## config.mk

```make
export PLATFORM = sky130hd
export DESIGN_NAME = iis_scan
export DESIGN_NICKNAME = d
export VERILOG_FILES = /design/src/rtl/core/iis_pkg.sv /design/src/rtl/core/iis_scan.sv
export SDC_FILE = /design/constraint.sdc
export NUM_CORES = 1
export LEC_CHECK = 0
export ABC_AREA = 1
export BUFFER_PORTS_ARGS = -buffer_cell sky130_fd_sc_hd__buf_2
export CAP_MARGIN = 20
export CORE_ASPECT_RATIO = 0.75
export CORE_MARGIN = 2
export CORE_UTILIZATION = 37
export CTS_CLUSTER_SIZE = 25
export DETAILED_ROUTE_END_ITERATION = 10
export SYNTH_ARGS = -nofsm -noshare
export SYNTH_HDL_FRONTEND = slang
export SYNTH_SLANG_ARGS = --single-unit
export TNS_END_PERCENT = 20
```

## constraint.sdc

```tcl
create_clock -name clk_i -period 3.5 [get_ports clk_i]
set_clock_uncertainty 0.1 [all_clocks]
set_input_delay 0.7 -clock clk_i [delete_from_list [all_inputs] [get_ports clk_i]]
set_output_delay 0.7 -clock clk_i [all_outputs]
set_load 0.05 [all_outputs]
```

## src/rtl/core/iis_pkg.sv

```systemverilog
`default_nettype none

package iis_pkg;

  localparam int unsigned MaxWidthDefault = 2048;

  localparam int unsigned ImgWidthW  = 12;
  localparam int unsigned ImgHeightW = 16;
  localparam int unsigned CfgIndexW  = 8;
  localparam int unsigned CfgDataW   = 16;
  localparam int unsigned SumW       = 32;

  localparam logic [ImgWidthW-1:0]  WidthReset  = 12'd640;
  localparam logic [ImgHeightW-1:0] HeightReset = 16'd480;

  // Configuration register indexes.
  localparam logic [CfgIndexW-1:0] RegImageWidth  = 8'd0;
  localparam logic [CfgIndexW-1:0] RegImageHeight = 8'd1;

  typedef struct packed {
    logic first_row;
    logic row_end;
    logic frame_end;
  } iis_flags_t;

endpackage

`default_nettype wire

```

## src/rtl/core/iis_scan.sv

```systemverilog
`default_nettype none

module iis_scan #(
  parameter int unsigned MAX_WIDTH = iis_pkg::MaxWidthDefault,
  localparam int unsigned COL_W = $clog2(MAX_WIDTH)
) (
  input  wire logic                            clk_i,
  input  wire logic                            rst_ni,
  input  wire logic                            accept_i,
  input  wire logic [7:0]                      pixel_i,
  input  wire logic [iis_pkg::ImgWidthW-1:0]   width_i,
  input  wire logic [iis_pkg::ImgHeightW-1:0]  height_i,
  output logic      [COL_W-1:0]                col_o,
  output logic      [iis_pkg::SumW-1:0]        prefix_o,
  output iis_pkg::iis_flags_t                  flags_o
);
  import iis_pkg::*;

  localparam int unsigned CMP_W = (COL_W + 1 > ImgWidthW + 1) ? COL_W + 1 : ImgWidthW + 1;
  localparam logic [CMP_W-1:0] MaxW = CMP_W'(MAX_WIDTH);

  logic [COL_W-1:0]      col_q, col_d;
  logic [ImgHeightW-1:0] row_q, row_d;
  logic [SumW-1:0]       prefix_q, prefix_d, prefix_sum;
  logic [CMP_W-1:0]      w_raw, w_eff, col_next;
  logic [ImgHeightW:0]   h_eff, row_next;
  logic                  row_end, frame_end;

  assign w_raw = CMP_W'(width_i);

  // A zero width counts as one; widths beyond the line store saturate.
  always_comb begin
    if (w_raw == '0) begin
      w_eff = CMP_W'(1);
    end else if (w_raw > MaxW) begin
      w_eff = MaxW;
    end else begin
      w_eff = w_raw;
    end
  end

  assign h_eff      = (height_i == '0) ? (ImgHeightW + 1)'(1) : {1'b0, height_i};
  assign col_next   = CMP_W'(col_q) + CMP_W'(1);
  assign row_next   = {1'b0, row_q} + (ImgHeightW + 1)'(1);
  assign row_end    = (col_next >= w_eff);
  assign frame_end  = row_end && (row_next >= h_eff);
  assign prefix_sum = prefix_q + SumW'(pixel_i);

  always_comb begin
    col_d    = col_q;
    row_d    = row_q;
    prefix_d = prefix_q;
    if (accept_i) begin
      if (row_end) begin
        col_d    = '0;
        prefix_d = '0;
        row_d    = frame_end ? '0 : row_next[ImgHeightW-1:0];
      end else begin
        col_d    = col_next[COL_W-1:0];
        prefix_d = prefix_sum;
      end
    end
  end

  always_ff @(posedge clk_i or negedge rst_ni) begin
    if (!rst_ni) begin
      col_q    <= '0;
      row_q    <= '0;
      prefix_q <= '0;
    end else begin
      col_q    <= col_d;
      row_q    <= row_d;
      prefix_q <= prefix_d;
    end
  end

  assign col_o             = col_q;
  assign prefix_o          = prefix_sum;
  assign flags_o.first_row = (row_q == '0);
  assign flags_o.row_end   = row_end;
  assign flags_o.frame_end = frame_end;

endmodule

`default_nettype wire

```

; ---- Word level (Yosys, flattened, before mapping)
; Cells that the tools add are included.
; Widths: inputs -> output; s select.
[word_totals]
ramBits = 0
n_memories = 0
reg_bits = 59
word_cells = 20
romBits = 0
latch_bits = 0
[op_classes]
mul = 0
add_sub_neg = 3
n_div = 0
eq_ne = 0
n_bitwise = 0
reduce_logical = 5
mux = 6
shifts = 0
n_lt_le_gt_ge = 3
[op_table]
columns = operator, n
row1 = $add 32x8->32, 1
row2 = $logic_not 16->1, 2
row3 = $mux 16, 2
row4 = $mux 32, 1
row5 = $add 16x1->17 const B, 1
row6 = $ge 17x16->1, 1
row7 = $ge 12x13->1, 1
row8 = $logic_not 13->1, 1
row9 = $mux 13, 1
row10 = $add 11x1->12 const B, 1
row11 = $gt 12x12->1 const B, 1
row12 = $mux 12, 1
row13 = $mux 11, 1
row14 = $reduce_and 2->1, 1
row15 = $logic_and 1x1->1, 1

; ---- Depth between registers and ports, before layout
[logic_depth]
word_depth = 6
mapped_depth = 19
depth_no_buf = 18

; ---- Worst setup path after synthesis
; No wires, ideal clock.
[synth_path]
kind = register -> output
startpoint = reg col_q[0], in the netlist col_o[0]
endpoint = out flags_o[0] (netlist bit)
stages_incl_launch_ff = 17
t_arrival_ns = 2.713
n_path_buf = 1
path_slack_ns = -0.013
path_cell_list = dfrtp_1 ha_1 nand3_1 nor2_1 nand4_1 nor3_2 xor2_1 ha_1 nand2_1 nand2_1 nand2_1 nand2_1 a21oi_2 nand3_2 nand2_1 inv_1 buf_4
[synth_via]
elab_chain_cells = 3
[synth_lines]
columns = element, line_no
row1 = "start, declared", iis_scan.sv:22  ; logic [COL_W-1:0] col_q, col_d;
row2 = "start signal, assigned", iis_scan.sv:71  ; col_q <= col_d;
row3 = $add 11x1->12, iis_scan.sv:43  ; assign col_next = CMP_W'(col_q) + CMP_W'(1);
row4 = $ge 12x13->1, iis_scan.sv:45  ; assign row_end = (col_next >= w_eff);
row5 = named net row_end, iis_scan.sv:27  ; logic row_end, frame_end;
row6 = $logic_and 1x1->1, iis_scan.sv:46  ; assign frame_end = row_end && (row_next >= h_eff);
row7 = "end, declared", iis_scan.sv:15  ; output iis_pkg::iis_flags_t flags_o
; The timed path passes the listed nets, and every way through them passes these cells.

; ---- Worst setup path after layout
[layout_path]
startpoint = reg row_q[1]
endpoint = reg row_q[12]
[layout_via]
elab_chain_cells = 4
[layout_lines]
columns = element, line_no
row1 = "start, declared", iis_scan.sv:23  ; logic [ImgHeightW-1:0] row_q, row_d;
row2 = "start signal, assigned", iis_scan.sv:72  ; row_q <= row_d;
row3 = $add 16x1->17 *, iis_scan.sv:44  ; assign row_next = {1'b0, row_q} + (ImgHeightW + 1)'(1);
row4 = $ge 17x16->1, iis_scan.sv:46
row5 = $logic_and 1x1->1, iis_scan.sv:46
row6 = $mux 16 *, iis_scan.sv:57  ; row_d = frame_end ? '0 : row_next[ImgHeightW-1:0];
; Mark *: on every way between the ends. The rest lies on a longest branch, timed or not.
; A chain may end at the register's enable or synchronous reset.

==> impl_metrics.ini <==
[floorplan]
io_pins = 85
die_area_um2 = 14300
die_x_um = 138
die_h_um = 104
start_util_pct = 38.1
core_area_um2 = 13000
fp-row-count = 36

[sta]
max_freq_mhz = 282
tightestPinTransition_ns = 0.412
finalCriticalPeriod_ns = 3.55
setup_slack_ns = -0.0508
final-hold-violation-count = 0
min_period_over_period_pct = 101
slew_violations = 0
fin_tns_setup_ns = -0.145
maxSlewHeadroom_pct = 72.3
setup_viol = 3
rsz0062_at_grt = true

[finish]
area_growth_pct = 29.5
final_util_pct = 49.3
drive_gt1_share_pct = 27.8
diodes = 0
finalNetCount = 889
fillers = 1292

[route]
highest_layer = met4
routed_wl_um = 14200
drt-met1-wl_um = 6750
ant_nets = 0
drt_iter0_drc = 352
drc = 0
vias_per_cell = 5.03
wire_per_inst_um = 14.4
dr_wl_met3_um = 877
vias = 4957
drt_first_pass_iters = 5
wl_met2_um = 6350

[setup_path]
criticalPathCategory = reg -> reg
crit_required_ns = 3.61
startpoint_type = flop
slowest_delay_ns = 0.36
path_buf_inv = 18
setup.worst_path.end_class = flop
cpMostUsedCell = buf_4
crit_arrival_ns = 3.66
crit_fanout = 2
critical_path.top_delay_family = buffers and inverters
slowest_stage = dfrtp_1

[yosys]
synth_enable_flop_cells = 0
async_flop_share_pct = 100
ys_ff_latch = 59
syn_inst = 680
yosys_warnings = 0
avgSynthCellArea_um2 = 7.29
synth.distinct_cells = 39
synth_top_area_share_pct = 29.8
synth_seq_area_share_pct = 29.8
synth_nets = 759
syn_area_um2 = 4960
synthFlopType = dfrtp_1
yosys.area.top_type = dfrtp_1
synthTopCellsByArea = dfrtp_1 30%, nand2_1 17%, ha_1 9.8%

[power_and_ir_drop]
leakage_nw = 3.51
finalPower_w = 0.00405
ir_drop_v = 0.000485
power_density_nw_per_um2 = 631

[global_routing]
grt_pass1_wl_um = 23100
grt_pass1_vias = 4753
grt_max_degree = 33
grtUsageTotal_pct = 20.2
antenna_found_initial = 0
globalRouteOverflowTotal = 0

[hold_path]
hp-class = in -> async

[status]
violations = negative setup slack
outcome = complete, but fails checks

[clock_network]
h-tree-depth = 3
cts_buffers = 9
clockRootBuffer = clkbuf_16
cts_sinks = 59
cts_tree = built
path_clk_slew_ns = 0.05
clk_latency_ns = 0.33
clockBufferDepth = 2
hold_buffers = 0

[place]
place.gp.congestion = 0.907
place_hpwl_um = 10400
io_buffers = 84

[run]
drv_cap = 0
cell usage in the layout (no fill, tap or decap), types with 8 or more instances in the layout:
master / synthesis / layout
nand2_1: 227 / 219
clkbuf_16: 0 / 9
nor4_1: 12 / 12
a22o_1: 10 / 10
buf_6: 3 / 9
nand3_1: 29 / 25
nand2_2: 9 / 16
dfrtp_1: 59 / 53
xor2_1: 31 / 28
nand4_1: 29 / 29
nor2_1: 38 / 32
ha_1: 39 / 35
inv_1: 88 / 88
a21oi_1: 12 / 12
buf_2: 2 / 83
o21ai_0: 14 / 14
buf_4: 6 / 40
xnor2_1: 12 / 8
sequential cells by signal, summed over array words and instances (netlist names):
name / count
col_o: 11
prefix_q: 32
row_q: 16
layer usage:
metal  up-vias  global-route usage (%)
met5         -                       0
met1      2319                    28.7
met3        19                    4.63
met4         0                    4.79
met2       161                    30.9
li1       2458                       -
power by group:
part	switching (W)	internal, W
sequential	0.000154	0.000824
clock	0.000297	0.000584
combinational	0.00153	0.000664
path summary, 6_finish.rpt:
check	endpoint	slack (ns)	depth (start not counted)	from
worst min register to register	col_o[9]$_DFFE_PN0P_	0.40	2	col_o[9]$_DFFE_PN0P_
worst min-delay path	prefix_q[31]$_DFFE_PN0P_	0.19	1	rst_ni
worst max register to register	row_q[12]$_DFFE_PN0P_	-0.05	26	row_q[1]$_DFFE_PN0P_
worst max-delay path	row_q[12]$_DFFE_PN0P_	-0.05	26	row_q[1]$_DFFE_PN0P_
max in group asynchronous	row_q[3]$_DFFE_PN0P_	2.39	2	rst_ni
min in group clk_i	col_o[9]$_DFFE_PN0P_	0.40	2	col_o[9]$_DFFE_PN0P_
cells in the mapped netlist (9+ instances only):
library cell,number
nand2_2,9
xnor2_1,12
nor2_1,38
ha_1,39
inv_1,88
nand3_1,29
xor2_1,31
nand4_1,29
dfrtp_1,59
nor4_1,12
o21ai_0,14
a21oi_1,12
nand2_1,227
a22o_1,10
logic make-up after synthesis:
| kind of cell | share of synthesized area, % |
|---|---|
| xor+xnor | 8.26 |
| simple gates | 36.1 |
| buf+inv | 8.99 |
| compound gates | 6.59 |
| flops | 29.8 |
| fa+ha+maj | 10.2 |
through the flow:
| step | worst slack [ns] | instances | hold slack (ns) | instance area (um2) |
|---|---|---|---|---|
| 2_1_floorplan | 0.0174 | 680 | 0.304 | 4960 |
| 3_3_place_gp | 0.0584 | 942 | 0.381 | 5660 |
| 3_5_place_dp | 0.0128 | 942 | 0.388 | 5660 |
| 4_1_cts | -0.0710 | 982 | 0.185 | 6220 |
| 5_1_grt | -0.238 | 985 | 0.199 | 6420 |
| 6_report | -0.0508 | 985 | 0.187 | 6420 |
cell type report:
type                            instances  area, um2  area share, %
Clock buffer                           13        260           4.06
Clock inverter                          2       35.0          0.546
Inverter                               92        347           5.40
Multi-Input combinational cell        515       3240           50.5
Sequential cell                        59       1480           23.1
Tap cell                              171        214           3.33
Timing Repair Buffer                  133        837           13.0
repair_timing:
action                                  CTS  global route
gates cloned                              0             0
endpoints found under the setup margin    2             4
setup buffers                            25             3
resized for setup                        20            37
pin swaps                                 6            15
No activity file was read; power rests on OpenSTA's default activity.
